## src/sv/ajb_ram.sv

```systemverilog
// generic single write port, single registered read port ram
module ajb_ram #(
   parameter int WIDTH = 16,
   parameter int DEPTH = 256
) (
   input  logic                     clock,
   input  logic                     wr_en,
   input  logic [$clog2(DEPTH)-1:0] wr_addr,
   input  logic [WIDTH-1:0]         wr_data,
   input  logic                     rd_en,
   input  logic [$clog2(DEPTH)-1:0] rd_addr,
   output logic [WIDTH-1:0]         rd_data
);

   logic [WIDTH-1:0] mem_ff [DEPTH];
   logic [WIDTH-1:0] rd_data_ff;

   // write port
   always_ff @(posedge clock) begin
      if (wr_en) begin
         mem_ff[wr_addr] <= wr_data;
      end
   end

   // registered read, held while not enabled
   always_ff @(posedge clock) begin
      if (rd_en) begin
         rd_data_ff <= mem_ff[rd_addr];
      end
   end

   assign rd_data = rd_data_ff;

endmodule

```

## config.mk

```make
export PLATFORM = sky130hd
export DESIGN_NAME = ajb_ram
export DESIGN_NICKNAME = d
export VERILOG_FILES = /design/src/sv/ajb_ram.sv
export SDC_FILE = /design/constraint.sdc
export NUM_CORES = 2
export LEC_CHECK = 0
export ABC_AREA = 0
export BUFFER_PORTS_ARGS = -buffer_cell sky130_fd_sc_hd__buf_2
export CELL_PAD_IN_SITES_DETAIL_PLACEMENT = 0
export CELL_PAD_IN_SITES_GLOBAL_PLACEMENT = 2
export CORE_MARGIN = 3
export CORE_UTILIZATION = 31
export DETAILED_ROUTE_END_ITERATION = 16
export PLACE_DENSITY_LB_ADDON = 0.1
export SYNTH_ARGS = -nofsm -noshare
export SYNTH_HDL_FRONTEND = slang
export SYNTH_SLANG_ARGS = --single-unit
```

## constraint.sdc

```tcl
create_clock -name clock -period 7.6 [get_ports clock]
set_input_delay 1.52 -clock clock [delete_from_list [all_inputs] [get_ports clock]]
set_output_delay 1.52 -clock clock [all_outputs]
set_load 0.01 [all_outputs]
```

==> run_results.csv <==
group,metric,value,unit
min_path,hold_path_end,"mem_ff[223][10]",
clock_network,cts-htree-levels,5,
synth,post_synth_edffs,4112,
global_routing,grt_most_used_layer,"met2",
clock_network,cts_root_buf,"clkbuf_16",
setup_path,critical_path.reg2reg.endpoint,"rd_data[2]",
floorplanning,dieHeight,722,um
clock_network,setup_bufs_post_cts,0,
setup_path,worst_r2r_path_depth,8,
global_routing,grtUsageMet1,0.273,
min_path,hold_path_depth,1,
synth,netlist_top_cells_count,"edfxtp_1, mux4_2, mux2i_1, nor2_1, o221ai_1",
floorplanning,start_util,0.312,
clock_network,clkLatencyLatePin,1.02,ns
power_and_ir_drop,vdd_drop_max,0.186,mV
cells_and_area,layout_cell_share_with_drive_strength_beyond_1,0.269,
global_routing,global_route_wire_length_before_repair,698,mm
route,detailedRoute.firstPassIterationCount,7,
setup_path,max_stage_delay,1.09,ns
synth,synth_cell_type_count,51,
synth,ys_warn_count,0,
synth,avg_synthesized_cell_area,21.6,um2
setup_path,crit_path_top_delay_cell,"o32ai_1",
setup_path,timing.rr.start,"mem_ff[135][2]",
global_routing,grtUsageTotal,0.192,
timing,hold_viol,0,
power_and_ir_drop,power.static_leakage,57.4,nW
place,io_buffer_count,50,
floorplanning,floorplan.io_pins,51,
job,maxCapViolations,0,
setup_path,crit_path_buf_inv_count,4,
floorplanning,core,0.510,mm2
setup_path,cpMostUsedCell,"buf_12",
setup_path,crit_path_cell_trace,"buf_12 -> buf_12 -> buf_12 -> mux4_2 -> mux4_2 -> a22o_1 -> o32ai_1 -> buf_4 -> nor4_1",
route,dr_total_vias,77900,
route,drt_drc_violations_left,0,
clock_network,tritoncts,"done",
route,finalWirelength,509,mm
power_and_ir_drop,power_density,265,mW/mm2
synth,synth.most_common_cell,"edfxtp_1",
global_routing,met2_usage,0.316,
synth,synth.largest_area_cell,"edfxtp_1",
synth,post_synth_main_area_contributors,"edfxtp_1, mux4_2, mux2i_1",
synth,mappedNetlistArea,0.159,mm2
clock_network,cts_sinks,4112,
clock_network,cts_hold_repair.buffers,0,
clock_network,cts_inserted_buffers,456,
setup_path,timing.critical_path.required,8.35,ns
timing,final_min_period_over_clock_period,0.649,
place,dp_cells,14100,
setup_path,setup.worst_path.end_class,"register",
timing,final_setup_tns,0,ns
synth,synth_flop_cell,"edfxtp_1",
clock_network,worst_setup_hold_path_clk_slew,0.06,ns
timing,finalWorstPathRequiredPeriod,4.93,ns
synth,synth_cells,7360,
route,wl_per_cell,34.0,um
setup_path,critical_path.max_fanout,65,
synth,yosysSeqAreaShare,0.777,
timing,clock_skew,0.0767,ns
timing,slew_limit_fails,0,
route,detail-route-antenna-nets,0,
clock_network,post_cts.resized_instances,0,
min_path,timing.hold.worst.class,"in2reg",
synth,postSynthNetCount,7395,
global_routing,first_global_vias,80000,
global_routing,grt_antenna_before_repair,37,
setup_path,cpLargestDelayFamily,"compound AO/OA/AOI/OAI gates",
floorplanning,core.rowCount,262,
setup_path,worst_setup_path_start_kind,"input pin",
global_routing,globalRoute.totalOverflow,0,
timing,timing.max_slew.rel_slack,0.0964,
setup_path,cp.arrival,5.68,ns
synth,synth_top_area_share,0.777,
timing,rsz_0062_raised_after_global_routing,"no",
global_routing,globalRouteMet3Util,0.0236,
synth,asyncSetResetFlopFracSynth,0,
status,status,"complete, no violations",
place,hpwlAfterDp,304,mm
place,globalplace.congestion,0.782,
setup_path,reg2reg_slack,4.05,ns
floorplanning,die_x,722,um
synth,synth-seq-cells,4112,
clock_network,cts_buffer_depth,4,
cells_and_area,layout-area-overhead-vs-synth,15.9,%
cells_and_area,final_nets,7900,
timing,max_slew.worst_pin.slew,1.35,ns
timing,final-setup-viol-count,0,
min_path,hold_path.startpoint,"wr_data[10]",
route,routed_vias_inst,5.20,
floorplanning,dieArea,0.521,mm2
route,initialDrtViolationCount,7267,
global_routing,grt_start_max_net_pins,154,
setup_path,crit_path_category,"in2reg",
timing,fmax,0.203,GHz
cells_and_area,instances_no_fill,15000,
worst max path at each step:
stage | cells past startpoint | end | startpoint | slack (ns)
after floorplan | 8 | rd_data[4] | rd_addr[0] | 3.83
after global placement | 9 | rd_data[7] | rd_addr[0] | 1.26
after detailed placement | 9 | rd_data[7] | rd_addr[0] | 1.21
after CTS | 9 | rd_data[7] | rd_addr[0] | 2.36
after global routing | 8 | rd_data[10] | rd_addr[0] | 2.63
final | 9 | rd_data[2] | rd_addr[0] | 2.67
final cells by class:
cell class	count	area, um2
fill	46700	326000
sequential	4112	123000
multi-input combinational	2792	33500
clock buffer	559	11900
tap	6732	8420
timing repair buffer	499	4430
clock inverter	278	2400
antenna	18	45.0
inverter	4	27.5
layer usage:
metal	up-vias	routed length [um]
met5	-	0
met4	0	11700
met3	577	20800
met2	1814	245000
met1	43100	232000
li1	32400	-
flip-flops by register name (all words and copies together), names as in the netlist:
signal,count
mem_ff,4096
rd_data,16
where the power goes:
part           switching, mW  total (mW)  leakage, nW  internal, mW
Sequential            0.0434        25.1         37.0          25.0
Clock                   9.13        21.3         6.97          12.2
Combinational           1.68        2.48         13.4         0.799
worst register-to-register path, stage by stage, from the launching register on:
cell and delay [ns]:
edfxtp_1 0.36, mux4_2 0.49, mux2_2 0.32, a221oi_1 0.59, o31ai_1 0.38, buf_4 0.25
o32ai_1 0.62, buf_4 0.27, nor4_1 0.06
kinds of logic (layout without fill, tap and decap cells):
logic type / Yosys count / count (layout) / share of synthesized area
flops: 4112 / 4112 / 0.777
buf+inv: 456 / 1340 / 0.0169
other cells: 0 / 18 / 0
compound gates: 786 / 786 / 0.0353
mux: 1450 / 1450 / 0.155
simple gates: 556 / 556 / 0.0157
cell usage in the layout, fill, tap and decap left out, drive strengths merged, types with 20 or more instances in the layout:
| cell | instances |
|---|---|
| nand3 | 35 |
| mux2i | 565 |
| edfxtp | 4112 |
| nand2 | 38 |
| a22oi | 43 |
| mux4 | 797 |
| o32ai | 21 |
| nor3 | 92 |
| a21oi | 175 |
| mux2 | 88 |
| o21ai | 38 |
| clkinv | 218 |
| inv | 20 |
| clkbuf | 559 |
| a221oi | 28 |
| o221ai | 253 |
| buf | 499 |
| bufinv | 33 |
| o22ai | 148 |
| nand4 | 26 |
| nor2 | 304 |
| a22o | 32 |
metrics by stage:
step	utilization	setup slack, ns	hold WS [ns]	power, mW	cell area, um2
global placement	0.333	1.26	1.20	28.1	170000
detailed placement	0.333	1.21	1.20	28.1	170000
finish	0.361	2.67	0.918	48.8	184000
global route	0.361	2.63	0.878	50.5	184000
floorplan	-	3.83	0.973	26.7	159000
CTS	0.361	2.36	0.844	49.6	184000
No activity file was read; power rests on OpenSTA's default activity.
