==> src/sv/ajb_pkg.sv <==
// shared constants, codes and types of the audio jitter buffer
package ajb_pkg;

   // packet and ring geometry
   localparam int PACKET_SAMPLES = 16;
   localparam int PKT_AW         = $clog2(PACKET_SAMPLES);
   localparam int STAGE_DEPTH    = 2 * PACKET_SAMPLES;
   localparam int STAGE_AW       = $clog2(STAGE_DEPTH);
   localparam int RING_SAMPLES   = 256;
   localparam int RING_AW        = $clog2(RING_SAMPLES);
   localparam int UPSAMPLE       = 2;
   localparam int UP_W           = $clog2(UPSAMPLE);

   // field widths
   localparam int SAMPLE_W   = 16;
   localparam int FRAME_W    = 6;
   localparam int MQP_W      = 4;
   localparam int NFR_W      = 7;
   localparam int CH_W       = 4;
   localparam int REQ_DATA_W = 16;
   localparam int RSP_DATA_W = 32;

   // register limits and reset values
   localparam int MAX_FRAMES   = 64;
   localparam int MAX_CHANNELS = 8;
   localparam logic [MQP_W-1:0] MQP_RESET = MQP_W'(4);
   localparam logic [NFR_W-1:0] NFR_RESET = NFR_W'(32);
   localparam logic [CH_W-1:0]  CH_RESET  = CH_W'(2);

   // configuration port
   localparam int CSR_IDX_W  = 2;
   localparam int CSR_DATA_W = 7;
   localparam logic [CSR_IDX_W-1:0] CSR_MAX_QUEUED = 2'd0;
   localparam logic [CSR_IDX_W-1:0] CSR_FRAMES     = 2'd1;
   localparam logic [CSR_IDX_W-1:0] CSR_CHANNELS   = 2'd2;

   // input operation codes
   localparam logic OP_SAMPLE = 1'b0;
   localparam logic OP_FRAME  = 1'b1;

   // command queue
   localparam int CMD_DEPTH = 4;
   localparam int CMD_AW    = $clog2(CMD_DEPTH);

   typedef enum logic {
      CMD_COMMIT = 1'b0,
      CMD_PLAY   = 1'b1
   } cmd_kind_type;

   typedef struct packed {
      cmd_kind_type kind;
      logic         bank;
   } cmd_type;

   typedef struct packed {
      logic valid;
      logic bank;
   } done_type;

   typedef struct packed {
      logic [MQP_W-1:0] max_queued;
      logic [NFR_W-1:0] frames;
      logic [CH_W-1:0]  channels;
   } cfg_type;

endpackage

==> src/sv/ajb_cmd_fifo.sv <==
// short command queue between front and back end
module ajb_cmd_fifo import ajb_pkg::*; (
   input  logic    clock,
   input  logic    reset,
   input  logic    push,
   input  cmd_type push_data,
   output logic    full,
   input  logic    pop,
   output cmd_type pop_data,
   output logic    not_empty
);

   cmd_type         slot_ff [CMD_DEPTH];
   logic [CMD_AW-1:0] wr_ptr_ff, rd_ptr_ff;
   logic [CMD_AW:0]   count_ff;
   logic              do_push, do_pop;

   assign full      = (count_ff == (CMD_AW+1)'(CMD_DEPTH));
   assign not_empty = (count_ff != '0);
   assign do_push   = push && !full;
   assign do_pop    = pop && not_empty;
   assign pop_data  = slot_ff[rd_ptr_ff];

   // storage
   always_ff @(posedge clock) begin
      if (do_push) begin
         slot_ff[wr_ptr_ff] <= push_data;
      end
   end

   // pointers and count
   always_ff @(posedge clock) begin
      if (reset) begin
         wr_ptr_ff <= '0;
         rd_ptr_ff <= '0;
         count_ff  <= '0;
      end else begin
         if (do_push) begin
            wr_ptr_ff <= wr_ptr_ff + 1'b1;
         end
         if (do_pop) begin
            rd_ptr_ff <= rd_ptr_ff + 1'b1;
         end
         count_ff <= count_ff + (CMD_AW+1)'(do_push) - (CMD_AW+1)'(do_pop);
      end
   end

endmodule

==> config.mk <==
export PLATFORM = sky130hd
export DESIGN_NAME = ajb_cmd_fifo
export DESIGN_NICKNAME = d
export VERILOG_FILES = /design/src/sv/ajb_pkg.sv /design/src/sv/ajb_cmd_fifo.sv
export SDC_FILE = /design/constraint.sdc
export NUM_CORES = 1
export LEC_CHECK = 0
export CORE_MARGIN = 8
export CORE_UTILIZATION = 51
export DETAILED_ROUTE_END_ITERATION = 8
export DONT_BUFFER_PORTS = 1
export HOLD_SLACK_MARGIN = 0.05
export MAX_ROUTING_LAYER = met4
export PLACE_DENSITY = 0.66
export SYNTH_ARGS = -nofsm -noshare
export SYNTH_HDL_FRONTEND = slang
export SYNTH_SLANG_ARGS = --single-unit
==> constraint.sdc <==
create_clock -name clock -period 4.45 [get_ports clock]
set_clock_uncertainty 0.1 [all_clocks]
set_input_delay 0.2225 -clock clock [delete_from_list [all_inputs] [get_ports clock]]
set_output_delay 0.2225 -clock clock [all_outputs]
set_load 0.01 [all_outputs]
==> impl_metrics.yaml <==
critical_path:
  ff2ff_path_depth: 11
  cp_max_fo: 6
  crit_path_end_kind: "flip-flop"
  crit_type: "reg -> reg"
  worstPathRequired_ps: 4560
  rrSetupSlack_ps: 2000
  critPathLaunchType: "flip-flop"
  r2r_end: "count_ff[2]"
  regToRegStartpoint: "count_ff[2]"
  cp.arrival_ps: 2560
drt:
  firstDrtPassIters: 4
  antenna_left: 0
  post_drt_via_cell_ratio: 5.159
  wirelength_mm: 1.015
  routedWlPerCell_um: 12.38
  first_iter_violations: 8
  route.detailed.drc: 0
  num_vias: 423
placement:
  placedCellCount: 74
  gp_congestion: 0.6230
  pre_cts_ws_ps: 2001
  hpwl_um: 771.1
  place.port_buffers: 0
final_layout:
  final_cell_mix: "9 x dfxtp_1, 8 x edfxtp_1, 6 x inv_1, 6 x ha_1"
  drive_above_1_share_pct: 12.12
  layout_commonest_cell: "dfxtp_1"
  stdcell_count: 82
  n_fill_cell: 130
  n_antenna_cell: 0
  num-nets-final: 80
  syn_to_final_growth_pct: 10.98
  fin_util_pct: 58.10
sta:
  layout_setup_ws_ps: 2003
  fmax_ghz: 0.4087
  report.final.setup_viol: 0
  fin_crit_sh_pct: 54.98
  period_minus_slack_ps: 2447
  tightest_slew_ps: 494.2
  setup_tns_ps: 0
  finalMaxSlewViolations: 0
  rsz0062_at_grt: "no"
  hold_violations: 0
  slew-limit-headroom_pct: 66.91
synth:
  postSynthCellCount: 59
  yosysSeqAreaShare_pct: 55.91
  avgSynthCellArea_um2: 12.75
  synth_area_leaders: "edfxtp_1 32%, dfxtp_1 24%, ha_1 10%"
  ys_seq_elements: 17
  synth_top_area_share_pct: 31.95
  yosysWarnings: 0
  yosysUniqueCellTypes: 22
  synth_largest_area_cell: "edfxtp_1"
  syn_nets: 72
  netlist_area_um2: 752.0
cts:
  numCtsBuffers: 3
  clock_latency_ps: 280
  cts_tree: "built"
  cts_sinks: 17
  cts_setup_buffers: 0
  post_cts_resized: 0
  cts_max_level: 1
  clock_path_buffers: 2
  clkTransAtPathRegs_ps: 90
  cts_root_buffer: "clkbuf_4"
die:
  initial_core_util_pct: 52.35
  die_w_um: 54.40
  io_pins: 10
  core_um2: 1436
  dieArea_um2: 2959
  die_h_um: 54.40
  rows: 14
power:
  peakVddDrop_v: 0.0003197
  leakage_uw: 0.0003270
  powerDensity_nw_per_um2: 550.8
global_routing:
  grt_max_degree: 10
  grt_overflow: 0
  grt_pass1_wl_mm: 1.780
  antenna_found_initial: 0
  first_global_vias: 421
  grt_usage_pct: 9.282
run_status:
  status: "completed"
min_path:
  hp-start: "pop"
  hp-class: "in -> reg"
  hold_end: "rd_ptr_ff[1]"
  min_path_cells: 3
run:
  maxCapViolCount: 0
-- cells by family (layout without fill, tap and decap cells) --
logic type / Yosys count / in the layout / synth area share [%]
adders and majority gates: 7 / 7 / 12.65
buffers and inverters: 7 / 14 / 3.493
and+or+nand+nor: 17 / 17 / 13.31
AOI/OAI and AO/OA: 6 / 6 / 5.157
muxes: 2 / 2 / 5.990
xor gates and xnor gates: 3 / 3 / 3.495
DFF: 17 / 17 / 55.91
-- synth_stat cells, drive strengths merged --
cell type,count
dfxtp,9
edfxtp,8
ha,6
inv,6
nor2,6
and2,5
a21oi,2
mux4,2
o21ai,2
or3,2
xor2,2
clkbuf,1
fa,1
nand3b,1
nor2b,1
nor3,1
nor3b,1
o311ai,1
o31a,1
xnor2,1
-- critical path, cell delays in order (launching register included) --
cell	delay [ps]
dfxtp_1	400
nor3b_2	470
nor2_2	100
inv_1	80
ha_1	220
inv_1	50
ha_1	120
inv_1	50
fa_1	360
xor2_1	160
and2_1	160
nor3_1	110
-- timing repair --
action / in CTS / in global routing
setup endpoints to repair: 0 / 0
hold buffers: 4 / 0
endpoints found under the hold margin: 17 / 0
-- report_power, final --
| group | total (uW) | internal (uW) | switching, uW | leakage (uW) |
|---|---|---|---|---|
| registers | 233 | 200 | 33.1 | 0.000147 |
| logic | 150 | 74.4 | 75.3 | 0.000165 |
| clock network | 76.8 | 34.7 | 42.1 | 0.0000150 |
| total | 460 | 309 | 151 | 0.000327 |
-- area by class of cell --
cell class	instances	area (um2)	area share, %
clock buffers	4	26.28	3.148
inverters	6	22.52	2.699
multi-input cells	35	305.3	36.58
flip-flops and latches	17	420.4	50.37
well taps	16	20.02	2.399
repair buffers	4	40.04	4.798
-- worst max-delay path by stage --
stage	from	to
after floorplan	count_ff[1]	count_ff[2]
after global placement	count_ff[1]	count_ff[2]
after detailed placement	count_ff[1]	count_ff[2]
after CTS	count_ff[1]	count_ff[2]
after global routing	count_ff[2]	count_ff[2]
final	count_ff[2]	count_ff[2]
-- per-stage QoR --
step	cell area [um2]	total power, uW	hold WS [ps]
after floorplan	752.0	359.3	221.4
after global placement	768.2	380.4	190.9
after detailed placement	768.2	384.8	194.7
after CTS	834.6	467.9	114.6
after global routing	834.6	505.4	131.7
final	834.6	459.7	124.0
-- metal layers --
layer / share of wire (%) / global-route usage, %
met1: 41 / 8.710
met5: 0 / -
met3: 7.0 / 4.620
met4: 1.5 / 7.377
met2: 51 / 14.12
(Power assumes the default switching activity.)
