`src/sv/ajb_pkg.sv`:
```
// shared constants, codes and types of the audio jitter buffer
package ajb_pkg;

   // packet and ring geometry
   localparam int PACKET_SAMPLES = 16;
   localparam int PKT_AW         = $clog2(PACKET_SAMPLES);
   localparam int STAGE_DEPTH    = 2 * PACKET_SAMPLES;
   localparam int STAGE_AW       = $clog2(STAGE_DEPTH);
   localparam int RING_SAMPLES   = 256;
   localparam int RING_AW        = $clog2(RING_SAMPLES);
   localparam int UPSAMPLE       = 2;
   localparam int UP_W           = $clog2(UPSAMPLE);

   // field widths
   localparam int SAMPLE_W   = 16;
   localparam int FRAME_W    = 6;
   localparam int MQP_W      = 4;
   localparam int NFR_W      = 7;
   localparam int CH_W       = 4;
   localparam int REQ_DATA_W = 16;
   localparam int RSP_DATA_W = 32;

   // register limits and reset values
   localparam int MAX_FRAMES   = 64;
   localparam int MAX_CHANNELS = 8;
   localparam logic [MQP_W-1:0] MQP_RESET = MQP_W'(4);
   localparam logic [NFR_W-1:0] NFR_RESET = NFR_W'(32);
   localparam logic [CH_W-1:0]  CH_RESET  = CH_W'(2);

   // configuration port
   localparam int CSR_IDX_W  = 2;
   localparam int CSR_DATA_W = 7;
   localparam logic [CSR_IDX_W-1:0] CSR_MAX_QUEUED = 2'd0;
   localparam logic [CSR_IDX_W-1:0] CSR_FRAMES     = 2'd1;
   localparam logic [CSR_IDX_W-1:0] CSR_CHANNELS   = 2'd2;

   // input operation codes
   localparam logic OP_SAMPLE = 1'b0;
   localparam logic OP_FRAME  = 1'b1;

   // command queue
   localparam int CMD_DEPTH = 4;
   localparam int CMD_AW    = $clog2(CMD_DEPTH);

   typedef enum logic {
      CMD_COMMIT = 1'b0,
      CMD_PLAY   = 1'b1
   } cmd_kind_type;

   typedef struct packed {
      cmd_kind_type kind;
      logic         bank;
   } cmd_type;

   typedef struct packed {
      logic valid;
      logic bank;
   } done_type;

   typedef struct packed {
      logic [MQP_W-1:0] max_queued;
      logic [NFR_W-1:0] frames;
      logic [CH_W-1:0]  channels;
   } cfg_type;

endpackage

```
`src/sv/ajb_front.sv`:
```
// front end: accepts transactions, stages packet samples, queues commands
module ajb_front import ajb_pkg::*; (
   input  logic                  clock,
   input  logic                  reset,
   input  logic                  req_tvalid,
   output logic                  req_tready,
   input  logic [REQ_DATA_W-1:0] req_tdata,
   input  logic                  req_tuser,
   input  logic                  req_tlast,
   output logic                  stage_wr_en,
   output logic [STAGE_AW-1:0]   stage_wr_addr,
   output logic [SAMPLE_W-1:0]   stage_wr_data,
   output logic                  cmd_push,
   output cmd_type               cmd_data,
   input  logic                  cmd_full,
   input  done_type              done
);

   logic [PKT_AW:0] cnt_ff, cnt_in;
   logic            bank_ff, bank_in;
   logic [1:0]      busy_ff, busy_in;
   logic            accept;
   logic            is_frame;
   logic [PKT_AW:0] cnt_inc;
   logic            commit;

   // accept only when a command slot is free and the staging bank is free
   assign req_tready = !cmd_full && !busy_ff[bank_ff];
   assign accept     = req_tvalid && req_tready;
   assign is_frame   = (req_tuser == OP_FRAME);

   // staging write, excess samples are dropped
   assign stage_wr_en   = accept && !is_frame && !cnt_ff[PKT_AW];
   assign stage_wr_addr = {bank_ff, cnt_ff[PKT_AW-1:0]};
   assign stage_wr_data = req_tdata[SAMPLE_W-1:0];
   assign cnt_inc       = cnt_ff + {{PKT_AW{1'b0}}, stage_wr_en};

   // full packet at its end commits, frame request plays
   assign commit   = accept && !is_frame && req_tlast
                     && (cnt_inc == (PKT_AW+1)'(PACKET_SAMPLES));
   assign cmd_push = (accept && is_frame) || commit;
   always_comb begin
      cmd_data.kind = is_frame ? CMD_PLAY : CMD_COMMIT;
      cmd_data.bank = bank_ff;
   end

   // next state of staging count, bank and busy flags
   always_comb begin
      cnt_in  = cnt_ff;
      bank_in = bank_ff;
      busy_in = busy_ff;
      if (accept && !is_frame) begin
         cnt_in = req_tlast ? '0 : cnt_inc;
      end
      if (done.valid) begin
         busy_in[done.bank] = 1'b0;
      end
      if (commit) begin
         busy_in[bank_ff] = 1'b1;
         bank_in          = !bank_ff;
      end
   end

   always_ff @(posedge clock) begin
      if (reset) begin
         cnt_ff  <= '0;
         bank_ff <= 1'b0;
         busy_ff <= '0;
      end else begin
         cnt_ff  <= cnt_in;
         bank_ff <= bank_in;
         busy_ff <= busy_in;
      end
   end

endmodule

```
`config.mk`:
```
export PLATFORM = sky130hd
export DESIGN_NAME = ajb_front
export DESIGN_NICKNAME = d
export VERILOG_FILES = /design/src/sv/ajb_pkg.sv /design/src/sv/ajb_front.sv
export SDC_FILE = /design/constraint.sdc
export NUM_CORES = 1
export LEC_CHECK = 0
export ABC_AREA = 1
export BUFFER_PORTS_ARGS = -buffer_cell sky130_fd_sc_hd__buf_2
export CAP_MARGIN = 20
export CORE_MARGIN = 3
export CORE_UTILIZATION = 40
export CTS_BUF_LIST = sky130_fd_sc_hd__clkbuf_4 sky130_fd_sc_hd__clkbuf_8 sky130_fd_sc_hd__clkbuf_16
export CTS_CLUSTER_DIAMETER = 40
export DETAILED_ROUTE_END_ITERATION = 6
export PLACE_DENSITY = 0.81
export SKIP_CTS_REPAIR_TIMING = 1
export SYNTH_ARGS = -nofsm -noshare
export SYNTH_HDL_FRONTEND = slang
export SYNTH_SLANG_ARGS = --single-unit
```
`constraint.sdc`:
```
create_clock -name clock -period 6.09 [get_ports clock]
set_input_delay 0.9135 -clock clock [delete_from_list [all_inputs] [get_ports clock]]
set_output_delay 0.9135 -clock clock [all_outputs]
set_load 0.03 [all_outputs]
```
==> flow_summary.yaml <==
worst_setup_path:
  start_kind: "input pin"
  r2r_end: "bank_ff"
  rr_worst_depth: 11
  crit_path_max_fanout: 9
  cp.required_ns: 5.18
  critPathKind: "input pin to output pin"
  rrSetupSlack_ns: 3.77
  r2r-start: "bank_ff"
  cp_top_family: "simple AND/OR/NAND/NOR gates"
  critical_path.cell_chain: "buf_2 > inv_1 > nand2_1 > nor2_4 > nand3_4 > nor2_1 > ha_1 > ha_1 > or2_1 > nor3_2 > o2bb2ai_1 > buf_2"
  crit_arrival_ns: 2.87
  cp_slowest_cell: "ha_1"
  setup.worst_path.end_class: "output pin"
  cp.depth: 12
  critPathMaxStageDelay_ns: 0.26
  crit_start: "cmd_full"
  cp-endpoint: "cmd_push"
  path_buf_inv: 3
cts:
  cts.sinks: 8
  htree_levels: 1
  cts_tree: "done"
  clkTransAtPathRegs_ns: 0.05
  cts_buffers: 3
  cts_root_buffer: "clkbuf_4"
  worstSkewPairLatency_ns: 0.25
  clockBufferDepth: 2
cells_and_area:
  fillers: 141
  synthToLayoutAreaGrowth_pct: -7.16
  multi_input_area_um2: 277
  final_cell_mix: "buf_2 (17), nand2_1 (15), inv_1 (10), nand3_1 (8), dfxtp_1 (8)"
  antennaDiodeCount: 0
  layout.cells.non_filler: 101
  seq_area_um2: 160
  final_common_cell: "buf_2"
  fin_nets: 114
  drive_gt1_frac: 0.291
die:
  coreArea_um2: 1400
  die_w_um: 46.2
  initial_core_util: 0.462
  die_area_um2: 2140
  rows: 13
  ioPinCount: 50
  die_h_um: 46.2
place:
  place_ws_ns: 2.29
  port_buffers: 17
  dp_hpwl_um: 859
  dp.cells: 98
  gp_congestion: 0.758
drt:
  routedWlPerCell_um: 10.6
  initialDrtViolationCount: 15
  routed_wl_um: 1070
  viasPerCell: 4.95
  drc: 0
  ant_nets: 0
  drt_pass1_iterations: 4
  via_count: 500
synthesis:
  seq_area_frac_synth: 0.248
  synth_edf_count: 0
  synth-seq-cells: 8
  async_reset_ff_frac: 0
  yosys_most_used_dff: "dfxtp_1"
  synth.distinct_cells: 17
  syn-num-nets: 115
  syn_avg_cell_area_um2: 7.27
  syn_inst: 89
  yosysWarningCount: 0
  syn-cell-area_um2: 647
timing:
  worst_slew_pin_slew_ns: 0.252
  final.min_clock_period_ns: 3.79
  timing.final.crit_share: 0.622
  hold_ws_ns: 0.482
  rsz0062_at_grt: "false"
  tns_ns: 0
  clock-skew-final_ns: 0.00665
  hold_violations: 0
  fmax_mhz: 264
  setup_slack_ns: 2.30
  setup-violations-final: 0
  slew_headroom: 0.831
  slew_violations: 0
global_routing:
  grt_pass1_wl_um: 1460
  grt_pass1_vias: 390
  grt_overflow_total: 0
  grtUsageTotal: 0.0972
  busiest_layer: "met2"
  grt_start_max_net_pins: 10
  grtUsageMet2: 0.157
  use_met1: 0.0966
  grt_antenna_before_repair: 0
  met3_usage: 0.0117
power:
  peakVddDrop_mv: 0.0689
  p_leak_uw: 0.000296
  power-per-cell-area_nw_per_um2: 181
  total_power_uw: 109
outcome:
  outcome: "complete, no violations"
flow_run:
  maxCapViolCount: 0
min_path:
  hold_path.class: "register to register"
[layout make-up]
class,instances,area share
Clock buffer,3,0.0375
Inverter,10,0.0625
Multi-Input combinational cell,48,0.460
Sequential cell,8,0.267
Tap cell,15,0.0313
Timing Repair Buffer,17,0.142
[metrics by stage]
step                      instance area, um^2   util
final                                     601  0.429
after global routing                      601  0.429
after CTS                                 601  0.429
after detailed placement                  578  0.413
after global placement                    578  0.413
after floorplan                           647      -
[worst min-delay path by stage]
stage | start | cells past startpoint | endpoint
floorplan | busy_ff[0] | 2 | busy_ff[0]
global placement | busy_ff[0] | 2 | busy_ff[0]
detailed placement | busy_ff[1] | 2 | busy_ff[1]
CTS | busy_ff[1] | 2 | busy_ff[1]
global route | busy_ff[1] | 2 | busy_ff[1]
finish | cnt_ff[0] | 2 | cnt_ff[0]
[synth_stat cells (2+ instances only)]
cell | count | area (um^2)
ha_1 | 2 | 25.0
buf_4 | 23 | 173
nand2_1 | 15 | 56.3
inv_1 | 10 | 37.5
nor2_4 | 2 | 22.5
a21oi_1 | 7 | 35.0
nor2_1 | 4 | 15.0
nand4_1 | 2 | 12.5
nand3_1 | 8 | 40.0
dfxtp_1 | 8 | 160
o21ai_0 | 2 | 10.0
[per-layer routing]
metal | routed length [um] | vias to the layer above
met1 | 432 | 221
met4 | 21 | 0
li1 | - | 258
met3 | 64 | 6
met5 | 0 | -
met2 | 556 | 15
[report_power, final]
part	total (uW)	switching, uW	internal, uW	leakage, uW
combinational	14.9	9.97	4.96	0.000217
sequential	53.1	0.395	52.7	0.0000645
clock	40.8	18.3	22.6	0.0000138
total	109	28.6	80.3	0.000296
[registers in the layout (all words and copies together) (netlist names)]
register and cells:
cnt_ff 5, busy_ff 2, bank_ff 1
[tightest hold or removal path, delay by kind of cell, from the launching register on]
| family | cells | cell delay, ns |
|---|---|---|
| flip-flops | 1 | 0.32 |
| AND/OR/NAND/NOR | 1 | 0.06 |
| AO/OA/AOI/OAI | 1 | 0.05 |
[cells by family after synthesis]
group	after synthesis	share of synthesized area
flops	8	0.248
buf+inv	33	0.325
simple gates	34	0.279
fa+ha+maj	2	0.0387
xor+xnor	1	0.0135
compound gates	11	0.0967
No activity file was read; power rests on OpenSTA's default activity.
