File: src/sv/ajb_pkg.sv
// shared constants, codes and types of the audio jitter buffer
package ajb_pkg;

   // packet and ring geometry
   localparam int PACKET_SAMPLES = 16;
   localparam int PKT_AW         = $clog2(PACKET_SAMPLES);
   localparam int STAGE_DEPTH    = 2 * PACKET_SAMPLES;
   localparam int STAGE_AW       = $clog2(STAGE_DEPTH);
   localparam int RING_SAMPLES   = 256;
   localparam int RING_AW        = $clog2(RING_SAMPLES);
   localparam int UPSAMPLE       = 2;
   localparam int UP_W           = $clog2(UPSAMPLE);

   // field widths
   localparam int SAMPLE_W   = 16;
   localparam int FRAME_W    = 6;
   localparam int MQP_W      = 4;
   localparam int NFR_W      = 7;
   localparam int CH_W       = 4;
   localparam int REQ_DATA_W = 16;
   localparam int RSP_DATA_W = 32;

   // register limits and reset values
   localparam int MAX_FRAMES   = 64;
   localparam int MAX_CHANNELS = 8;
   localparam logic [MQP_W-1:0] MQP_RESET = MQP_W'(4);
   localparam logic [NFR_W-1:0] NFR_RESET = NFR_W'(32);
   localparam logic [CH_W-1:0]  CH_RESET  = CH_W'(2);

   // configuration port
   localparam int CSR_IDX_W  = 2;
   localparam int CSR_DATA_W = 7;
   localparam logic [CSR_IDX_W-1:0] CSR_MAX_QUEUED = 2'd0;
   localparam logic [CSR_IDX_W-1:0] CSR_FRAMES     = 2'd1;
   localparam logic [CSR_IDX_W-1:0] CSR_CHANNELS   = 2'd2;

   // input operation codes
   localparam logic OP_SAMPLE = 1'b0;
   localparam logic OP_FRAME  = 1'b1;

   // command queue
   localparam int CMD_DEPTH = 4;
   localparam int CMD_AW    = $clog2(CMD_DEPTH);

   typedef enum logic {
      CMD_COMMIT = 1'b0,
      CMD_PLAY   = 1'b1
   } cmd_kind_type;

   typedef struct packed {
      cmd_kind_type kind;
      logic         bank;
   } cmd_type;

   typedef struct packed {
      logic valid;
      logic bank;
   } done_type;

   typedef struct packed {
      logic [MQP_W-1:0] max_queued;
      logic [NFR_W-1:0] frames;
      logic [CH_W-1:0]  channels;
   } cfg_type;

endpackage

File: src/sv/ajb_ram.sv
// generic single write port, single registered read port ram
module ajb_ram #(
   parameter int WIDTH = 16,
   parameter int DEPTH = 256
) (
   input  logic                     clock,
   input  logic                     wr_en,
   input  logic [$clog2(DEPTH)-1:0] wr_addr,
   input  logic [WIDTH-1:0]         wr_data,
   input  logic                     rd_en,
   input  logic [$clog2(DEPTH)-1:0] rd_addr,
   output logic [WIDTH-1:0]         rd_data
);

   logic [WIDTH-1:0] mem_ff [DEPTH];
   logic [WIDTH-1:0] rd_data_ff;

   // write port
   always_ff @(posedge clock) begin
      if (wr_en) begin
         mem_ff[wr_addr] <= wr_data;
      end
   end

   // registered read, held while not enabled
   always_ff @(posedge clock) begin
      if (rd_en) begin
         rd_data_ff <= mem_ff[rd_addr];
      end
   end

   assign rd_data = rd_data_ff;

endmodule

File: src/sv/ajb_back.sv
// back end: copies packets into the ring and plays frame blocks
module ajb_back import ajb_pkg::*; (
   input  logic                  clock,
   input  logic                  reset,
   input  cfg_type               cfg,
   input  logic                  cmd_valid,
   input  cmd_type               cmd_data,
   output logic                  cmd_pop,
   output logic                  stage_rd_en,
   output logic [STAGE_AW-1:0]   stage_rd_addr,
   input  logic [SAMPLE_W-1:0]   stage_rd_data,
   output done_type              done,
   output logic                  rsp_tvalid,
   input  logic                  rsp_tready,
   output logic [RSP_DATA_W-1:0] rsp_tdata,
   output logic                  rsp_tuser,
   output logic                  rsp_tlast
);

   typedef enum logic [4:0] {
      S_IDLE    = 5'b00001,
      S_COPY    = 5'b00010,
      S_PLAY_RD = 5'b00100,
      S_PLAY_OUT = 5'b01000,
      S_SILENT  = 5'b10000
   } state_type;

   state_type             state_ff, state_in;
   logic [RING_AW-1:0]    wp_ff, wp_in;
   logic [RING_AW-1:0]    rp_ff, rp_in;
   logic                  bank_ff, bank_in;
   logic [PKT_AW:0]       cnt_ff, cnt_in;
   logic [PKT_AW-1:0]     n_ff, n_in;
   logic [UP_W-1:0]       u_ff, u_in;
   logic [FRAME_W-1:0]    frm_ff, frm_in;
   logic [NFR_W-1:0]      nfr_ff, nfr_in;
   logic [CH_W-1:0]       ch_ff, ch_in;

   logic                  rsp_valid_ff;
   logic [FRAME_W-1:0]    rsp_idx_ff;
   logic [SAMPLE_W-1:0]   rsp_smp_ff;
   logic [CH_W-1:0]       rsp_ch_ff;
   logic                  rsp_sil_ff;
   logic                  rsp_last_ff;

   logic                  out_free;
   logic                  emit;
   logic [FRAME_W-1:0]    emit_idx;
   logic [SAMPLE_W-1:0]   emit_smp;
   logic                  emit_sil;
   logic                  emit_last;

   logic [RING_AW-1:0]    fill;
   logic [MQP_W-1:0]      mq_eff;
   logic [RING_AW-1:0]    limit;
   logic [RING_AW-1:0]    skip_rp;
   logic [NFR_W-1:0]      nfr_eff;
   logic [CH_W-1:0]       ch_eff;
   logic [PKT_AW:0]       cw;
   logic                  ring_wr_en;
   logic [RING_AW-1:0]    ring_wr_addr;
   logic                  ring_rd_en;
   logic [RING_AW-1:0]    ring_rd_addr;
   logic [SAMPLE_W-1:0]   ring_rd_data;
   logic                  play_last;
   logic                  silent_last;

   // fill level, skip target and clamped registers
   assign fill    = wp_ff - rp_ff;
   assign mq_eff  = (cfg.max_queued == '0) ? MQP_W'(1) : cfg.max_queued;
   assign limit   = RING_AW'(mq_eff) * RING_AW'(PACKET_SAMPLES);
   assign skip_rp = (fill > limit) ? (wp_ff - limit) : rp_ff;
   always_comb begin
      if (cfg.frames == '0) begin
         nfr_eff = NFR_W'(1);
      end else if (cfg.frames > NFR_W'(MAX_FRAMES)) begin
         nfr_eff = NFR_W'(MAX_FRAMES);
      end else begin
         nfr_eff = cfg.frames;
      end
      if (cfg.channels == '0) begin
         ch_eff = CH_W'(1);
      end else if (cfg.channels > CH_W'(MAX_CHANNELS)) begin
         ch_eff = CH_W'(MAX_CHANNELS);
      end else begin
         ch_eff = cfg.channels;
      end
   end

   // packet copy: each ring write follows its staging read in the next cycle
   assign stage_rd_en   = (state_ff == S_COPY) && !cnt_ff[PKT_AW];
   assign stage_rd_addr = {bank_ff, cnt_ff[PKT_AW-1:0]};
   assign cw            = cnt_ff - 1'b1;
   assign ring_wr_en    = (state_ff == S_COPY) && (cnt_ff != '0);
   assign ring_wr_addr  = wp_ff + RING_AW'(cw[PKT_AW-1:0]);

   // playback read
   assign ring_rd_en   = (state_ff == S_PLAY_RD);
   assign ring_rd_addr = rp_ff + RING_AW'(n_ff);

   ajb_ram #(
      .WIDTH (SAMPLE_W),
      .DEPTH (RING_SAMPLES)
   ) u_ring (
      .clock   (clock),
      .wr_en   (ring_wr_en),
      .wr_addr (ring_wr_addr),
      .wr_data (stage_rd_data),
      .rd_en   (ring_rd_en),
      .rd_addr (ring_rd_addr),
      .rd_data (ring_rd_data)
   );

   // frame generation
   assign out_free    = !rsp_valid_ff || rsp_tready;
   assign play_last   = (n_ff == PKT_AW'(PACKET_SAMPLES - 1)) && (u_ff == UP_W'(UPSAMPLE - 1));
   assign silent_last = (NFR_W'(frm_ff) == nfr_ff - 1'b1);
   always_comb begin
      emit      = 1'b0;
      emit_idx  = frm_ff;
      emit_smp  = '0;
      emit_sil  = 1'b1;
      emit_last = silent_last;
      if (state_ff == S_PLAY_OUT) begin
         emit      = out_free;
         emit_idx  = FRAME_W'({n_ff, u_ff});
         emit_smp  = ring_rd_data;
         emit_sil  = 1'b0;
         emit_last = play_last;
      end else if (state_ff == S_SILENT) begin
         emit = out_free;
      end
   end

   // command sequencing
   always_comb begin
      state_in = state_ff;
      wp_in    = wp_ff;
      rp_in    = rp_ff;
      bank_in  = bank_ff;
      cnt_in   = cnt_ff;
      n_in     = n_ff;
      u_in     = u_ff;
      frm_in   = frm_ff;
      nfr_in   = nfr_ff;
      ch_in    = ch_ff;
      cmd_pop  = 1'b0;
      done     = '0;
      case (state_ff)
         S_IDLE: begin
            if (cmd_valid) begin
               cmd_pop = 1'b1;
               if (cmd_data.kind == CMD_COMMIT) begin
                  bank_in  = cmd_data.bank;
                  cnt_in   = '0;
                  state_in = S_COPY;
               end else begin
                  rp_in  = skip_rp;
                  ch_in  = ch_eff;
                  nfr_in = nfr_eff;
                  n_in   = '0;
                  u_in   = '0;
                  frm_in = '0;
                  if (fill < RING_AW'(PACKET_SAMPLES)) begin
                     state_in = S_SILENT;
                  end else begin
                     state_in = S_PLAY_RD;
                  end
               end
            end
         end
         S_COPY: begin
            cnt_in = cnt_ff + 1'b1;
            if (cnt_ff[PKT_AW]) begin
               wp_in      = wp_ff + RING_AW'(PACKET_SAMPLES);
               done.valid = 1'b1;
               done.bank  = bank_ff;
               state_in   = S_IDLE;
            end
         end
         S_PLAY_RD: begin
            u_in     = '0;
            state_in = S_PLAY_OUT;
         end
         S_PLAY_OUT: begin
            if (emit) begin
               if (u_ff != UP_W'(UPSAMPLE - 1)) begin
                  u_in = u_ff + 1'b1;
               end else if (play_last) begin
                  rp_in    = rp_ff + RING_AW'(PACKET_SAMPLES);
                  state_in = S_IDLE;
               end else begin
                  n_in     = n_ff + 1'b1;
                  state_in = S_PLAY_RD;
               end
            end
         end
         S_SILENT: begin
            if (emit) begin
               frm_in = frm_ff + 1'b1;
               if (silent_last) begin
                  state_in = S_IDLE;
               end
            end
         end
         default: begin
            state_in = S_IDLE;
         end
      endcase
   end

   always_ff @(posedge clock) begin
      if (reset) begin
         state_ff <= S_IDLE;
         wp_ff    <= '0;
         rp_ff    <= '0;
      end else begin
         state_ff <= state_in;
         wp_ff    <= wp_in;
         rp_ff    <= rp_in;
      end
   end

   always_ff @(posedge clock) begin
      bank_ff <= bank_in;
      cnt_ff  <= cnt_in;
      n_ff    <= n_in;
      u_ff    <= u_in;
      frm_ff  <= frm_in;
      nfr_ff  <= nfr_in;
      ch_ff   <= ch_in;
   end

   // result register
   always_ff @(posedge clock) begin
      if (reset) begin
         rsp_valid_ff <= 1'b0;
      end else if (emit) begin
         rsp_valid_ff <= 1'b1;
      end else if (rsp_tready) begin
         rsp_valid_ff <= 1'b0;
      end
   end

   always_ff @(posedge clock) begin
      if (emit) begin
         rsp_idx_ff  <= emit_idx;
         rsp_smp_ff  <= emit_smp;
         rsp_ch_ff   <= ch_ff;
         rsp_sil_ff  <= emit_sil;
         rsp_last_ff <= emit_last;
      end
   end

   assign rsp_tvalid = rsp_valid_ff;
   assign rsp_tdata  = RSP_DATA_W'({rsp_ch_ff, rsp_smp_ff, rsp_idx_ff});
   assign rsp_tuser  = rsp_sil_ff;
   assign rsp_tlast  = rsp_last_ff;

`ifndef SYNTHESIS
   // write pointer moves only at the end of a packet copy
   a_wp_only_in_copy: assert property (@(posedge clock) disable iff (reset)
      (state_ff != S_COPY) |=> $stable(wp_ff))
      else $error("write pointer moved outside packet copy");

   // frames come only from playback or silence states
   a_emit_state: assert property (@(posedge clock) disable iff (reset)
      emit |-> (state_ff == S_PLAY_OUT || state_ff == S_SILENT))
      else $error("frame emitted in wrong state");

   // staging bank is released only by a finishing copy
   a_done_from_copy: assert property (@(posedge clock) disable iff (reset)
      done.valid |-> (state_ff == S_COPY && cnt_ff[PKT_AW]))
      else $error("bank released outside copy");

   // a command is never taken while a block is in progress
   a_pop_idle: assert property (@(posedge clock) disable iff (reset)
      cmd_pop |-> (state_ff == S_IDLE && cmd_valid))
      else $error("command taken while busy");
`endif

endmodule

File: config.mk
export PLATFORM = sky130hd
export DESIGN_NAME = ajb_back
export DESIGN_NICKNAME = d
export VERILOG_FILES = /design/src/sv/ajb_pkg.sv /design/src/sv/ajb_ram.sv /design/src/sv/ajb_back.sv
export SDC_FILE = /design/constraint.sdc
export NUM_CORES = 2
export LEC_CHECK = 0
export ABC_AREA = 0
export BUFFER_PORTS_ARGS = -buffer_cell sky130_fd_sc_hd__buf_2
export CORE_MARGIN = 3
export CORE_UTILIZATION = 45
export DETAILED_ROUTE_END_ITERATION = 10
export GPL_TIMING_DRIVEN = 0
export MAX_ROUTING_LAYER = met4
export PLACE_DENSITY_LB_ADDON = 0.15
export SKIP_CTS_REPAIR_TIMING = 1
export SLEW_MARGIN = 5
export SYNTH_ARGS = -nofsm -noshare
export SYNTH_HDL_FRONTEND = slang
export SYNTH_SLANG_ARGS = --single-unit
File: constraint.sdc
create_clock -name clock -period 4.25 [get_ports clock]
set_input_delay 0.2125 -clock clock [delete_from_list [all_inputs] [get_ports clock]]
set_output_delay 0.2125 -clock clock [all_outputs]
set_load 0.005 [all_outputs]
==> impl_metrics.tcl <==
set metrics [dict create \
    status "complete, but fails checks" \
    final_util 0.532 \
    core_um2 353000 \
    cp.depth 11 \
    cts_tree "built" \
    track_usage 0.264 \
    violations "setup timing" \
    relSlewSlack 0.109 \
    synth_edf_count 4168 \
    path_buf_inv 4 \
    setup_violations 330 \
    timing.rr.start "cnt_ff[0]" \
    first_global_vias 79500 \
    gp_congestion 0.952 \
    clk_pin_slew_worst_paths_ps 60 \
    power_per_cell_area_nw_per_um2 518 \
    syn_area_um2 160000 \
    synth_seq_area_share 0.785 \
    rsz0062_at_grt "yes" \
    final_hold_viol_count 0 \
    fin_ws_ps -190 \
    slew_viol_final 0 \
    cp_top_family "simple AND/OR/NAND/NOR gates" \
    cts-root-buf "clkbuf_16" \
    row_count 218 \
    cp_max_fo 9 \
    clockBufferDepth 4 \
    ios 81 \
    clkSinkCount 4182 \
    grt-ovfl-total 0 \
    hold_depth 7 \
    cp-end-kind "flip-flop" \
    critical_path_class "flip-flop to flip-flop" \
    vias 80000 \
    portBuffers 74 \
    drtAntennaViolNets 0 \
    synthCells 7089 \
    cap_violations 0 \
    fin_nets 8012 \
    synth_area_per_cell_um2 22.5 \
    min_path_type "input pin to flip-flop" \
    post_drt_wl_per_cell_um 35.9 \
    stdcell_count 13100 \
    ys_seq_elements 4182 \
    critPathCapture "u_ring.mem_ff[182][5]" \
    vdd_drop_max_v 0.000374 \
    finalPower_uw 97300 \
    drt-total-wl_mm 468 \
    post-route-period-util 1.04 \
    grt_max_degree 125 \
    drt_pass1_iterations 6 \
    cts_made_buffers 432 \
    synth-main-ff-cell "edfxtp_1" \
    vias_per_cell 6.13 \
    antenna_found_initial 25 \
    die_y_um 602 \
    dp_hpwl_mm 316 \
    drc_errors 0 \
    clk_latency_ps 980 \
    worstPathArrival_ps 5110 \
    dieArea_um2 362000 \
    async_reset_ff_frac 0 \
    reg2reg_depth 11 \
    crit_start "cnt_ff[0]" \
    p_leak_uw 0.0581 \
    drive_gt1_frac 0.323 \
    yosysWarnings 0 \
    synth_cell_types 56 \
    worstSetupStartpointType "flip-flop" \
    grt_pass1_wl_mm 644 \
    synthToLayoutAreaGrowth_pct 17.5 \
    cp_data_required_time_ps 4920 \
    rrSetupSlack_ps -190 \
    tightest_slew_ps 1340 \
    dp_cells 12200 \
    crit_slowest_cell "nand2_1" \
    htreeDepth 5 \
    fmax_ghz 0.225 \
    slowest_delay_ps 820 \
    finalCriticalPeriod_ps 4440 \
    timing.rr.end "u_ring.mem_ff[182][5]" \
    drt_first_iter_violations 11000 \
    initial_core_util 0.453 \
    cp_cell_sequence "inv_1 > ha_1 > nand2b_1 > nor2_1 > a21oi_1 > o22ai_1 > nand2_1 > clkbuf_2 > buf_12 > nor2_2 > buf_6" \
    skew_ps 44.1 \
    die_w_um 602 \
    fillers 27200 \
]
[area by class of cell]
cell class                      instances  area (um^2)  share of cell area
Antenna cell                           24         60.1            0.000320
Sequential cell                      4182       125000               0.668
Inverter                               24         90.1            0.000480
Multi-Input combinational cell       2458        34200               0.182
Tap cell                             4730         5920              0.0315
Buffer                                431         2450              0.0130
Timing Repair Buffer                  419         5950              0.0317
Clock inverter                        246         2420              0.0129
Clock buffer                          536        11300              0.0601
[cell families (layout without fill, tap and decap cells)]
kind of cell	after synthesis	count (layout)	share of synthesized area
AOI/OAI and AO/OA	716	716	0.0332
xor gates and xnor gates	32	32	0.00180
adders and majority gates	27	27	0.00216
buffers and inverters	455	1656	0.0135
DFF	4182	4182	0.785
muxes	1073	1073	0.147
other	1	31	0.0000235
and+or+nand+nor	603	603	0.0167
[cell usage after synthesis, drive strengths merged, types with 22 or more instances]
| cell type | number | share of area |
|---|---|---|
| a22oi | 256 | 0.012 |
| a21oi | 138 | 0.0043 |
| mux2i | 49 | 0.0031 |
| o22ai | 35 | 0.0014 |
| nor2 | 307 | 0.0072 |
| nand3 | 38 | 0.0012 |
| and2 | 22 | 0.00086 |
| inv | 23 | 0.00054 |
| ha | 26 | 0.0020 |
| edfxtp | 4168 | 0.78 |
| nor3 | 40 | 0.0013 |
| o221ai | 32 | 0.0018 |
| mux4 | 1024 | 0.14 |
| xnor2 | 22 | 0.0013 |
| or3 | 32 | 0.0013 |
| a22o | 96 | 0.0053 |
| buf | 192 | 0.0073 |
| clkbuf | 239 | 0.0056 |
| a32oi | 33 | 0.0018 |
| a221oi | 98 | 0.0054 |
| nand2 | 112 | 0.0026 |
[registers in the layout (all words and copies together), names as in the netlist]
signal and count:
n_ff 4, ch_ff 4, bank_ff 1, nfr_ff 7
rsp_smp_ff 16, wp_ff 4, rsp_tuser 1, rp_ff 4
cnt_ff 5, u_ring.rd_data 16, frm_ff 6, u_ff 1
rsp_idx_ff 6, state_ff 5, rsp_ch_ff 4, rsp_tvalid 1
rsp_tlast 1, u_ring.mem_ff 4096
[layer usage]
metal  vias to the layer above  global-route usage  routed length (um)
met5                         -                   -                   0
met3                       647              0.0517               39700
met2                      3615               0.401              224000
met4                         0              0.0864               15900
met1                     43600               0.361              189000
li1                      32200                   -                   -
[tightest hold or removal path, delay by kind of cell]
kind	cells	cell delay, ps
buffers and inverters	2	210
adders and majority gates	1	180
xor gates and xnor gates	1	150
AOI/OAI and AO/OA	2	140
and+or+nand+nor	1	70
[power breakdown]
| part | leakage, uW | switching, uW | internal [uW] |
|---|---|---|---|
| Combinational | 0.0139 | 9730 | 4930 |
| Sequential | 0.0376 | 113 | 45500 |
| Clock | 0.00669 | 16000 | 21100 |
| Total | 0.0581 | 25800 | 71500 |
[metrics by stage]
stage / setup TNS (ps) / instance area (um^2) / hold slack [ps] / setup slack (ps)
after floorplan: 0 / 160000 / 292 / 1200
after global placement: -7338330 / 166000 / 396 / -3400
after detailed placement: -70610 / 172000 / 396 / -2860
after CTS: -78560 / 186000 / -661 / -2850
after global routing: -62380 / 188000 / 24.8 / -258
final: -21540 / 188000 / 23.2 / -190
[placed cells by master (no fill, tap or decap), drive strengths merged, types with 18 or more instances in the layout]
cell / instances
a32oi: 33
nor3: 40
diode: 24
clkinv: 191
o22ai: 35
buf: 552
bufinv: 36
dlygate4sd3: 39
nand2: 112
nor2: 307
or3: 32
edfxtp: 4168
mux2i: 49
a22oi: 256
ha: 26
clkbuf: 794
and2: 22
o221ai: 32
inv: 39
mux4: 1024
a221oi: 98
a21oi: 138
nand3: 38
a22o: 96
nand3b: 18
xnor2: 22
[worst min-delay path by stage]
stage	start	endpoint	slack, ps
4_1_cts	cmd_data[0]	bank_ff	-660
2_1_floorplan	reset	rp_ff[4]	290
6_report	cfg[13]	rp_ff[6]	20
3_3_place_gp	cmd_data[0]	bank_ff	400
3_5_place_dp	cmd_data[0]	bank_ff	400
5_1_grt	cfg[11]	rp_ff[4]	20
(Power assumes the default switching activity.)
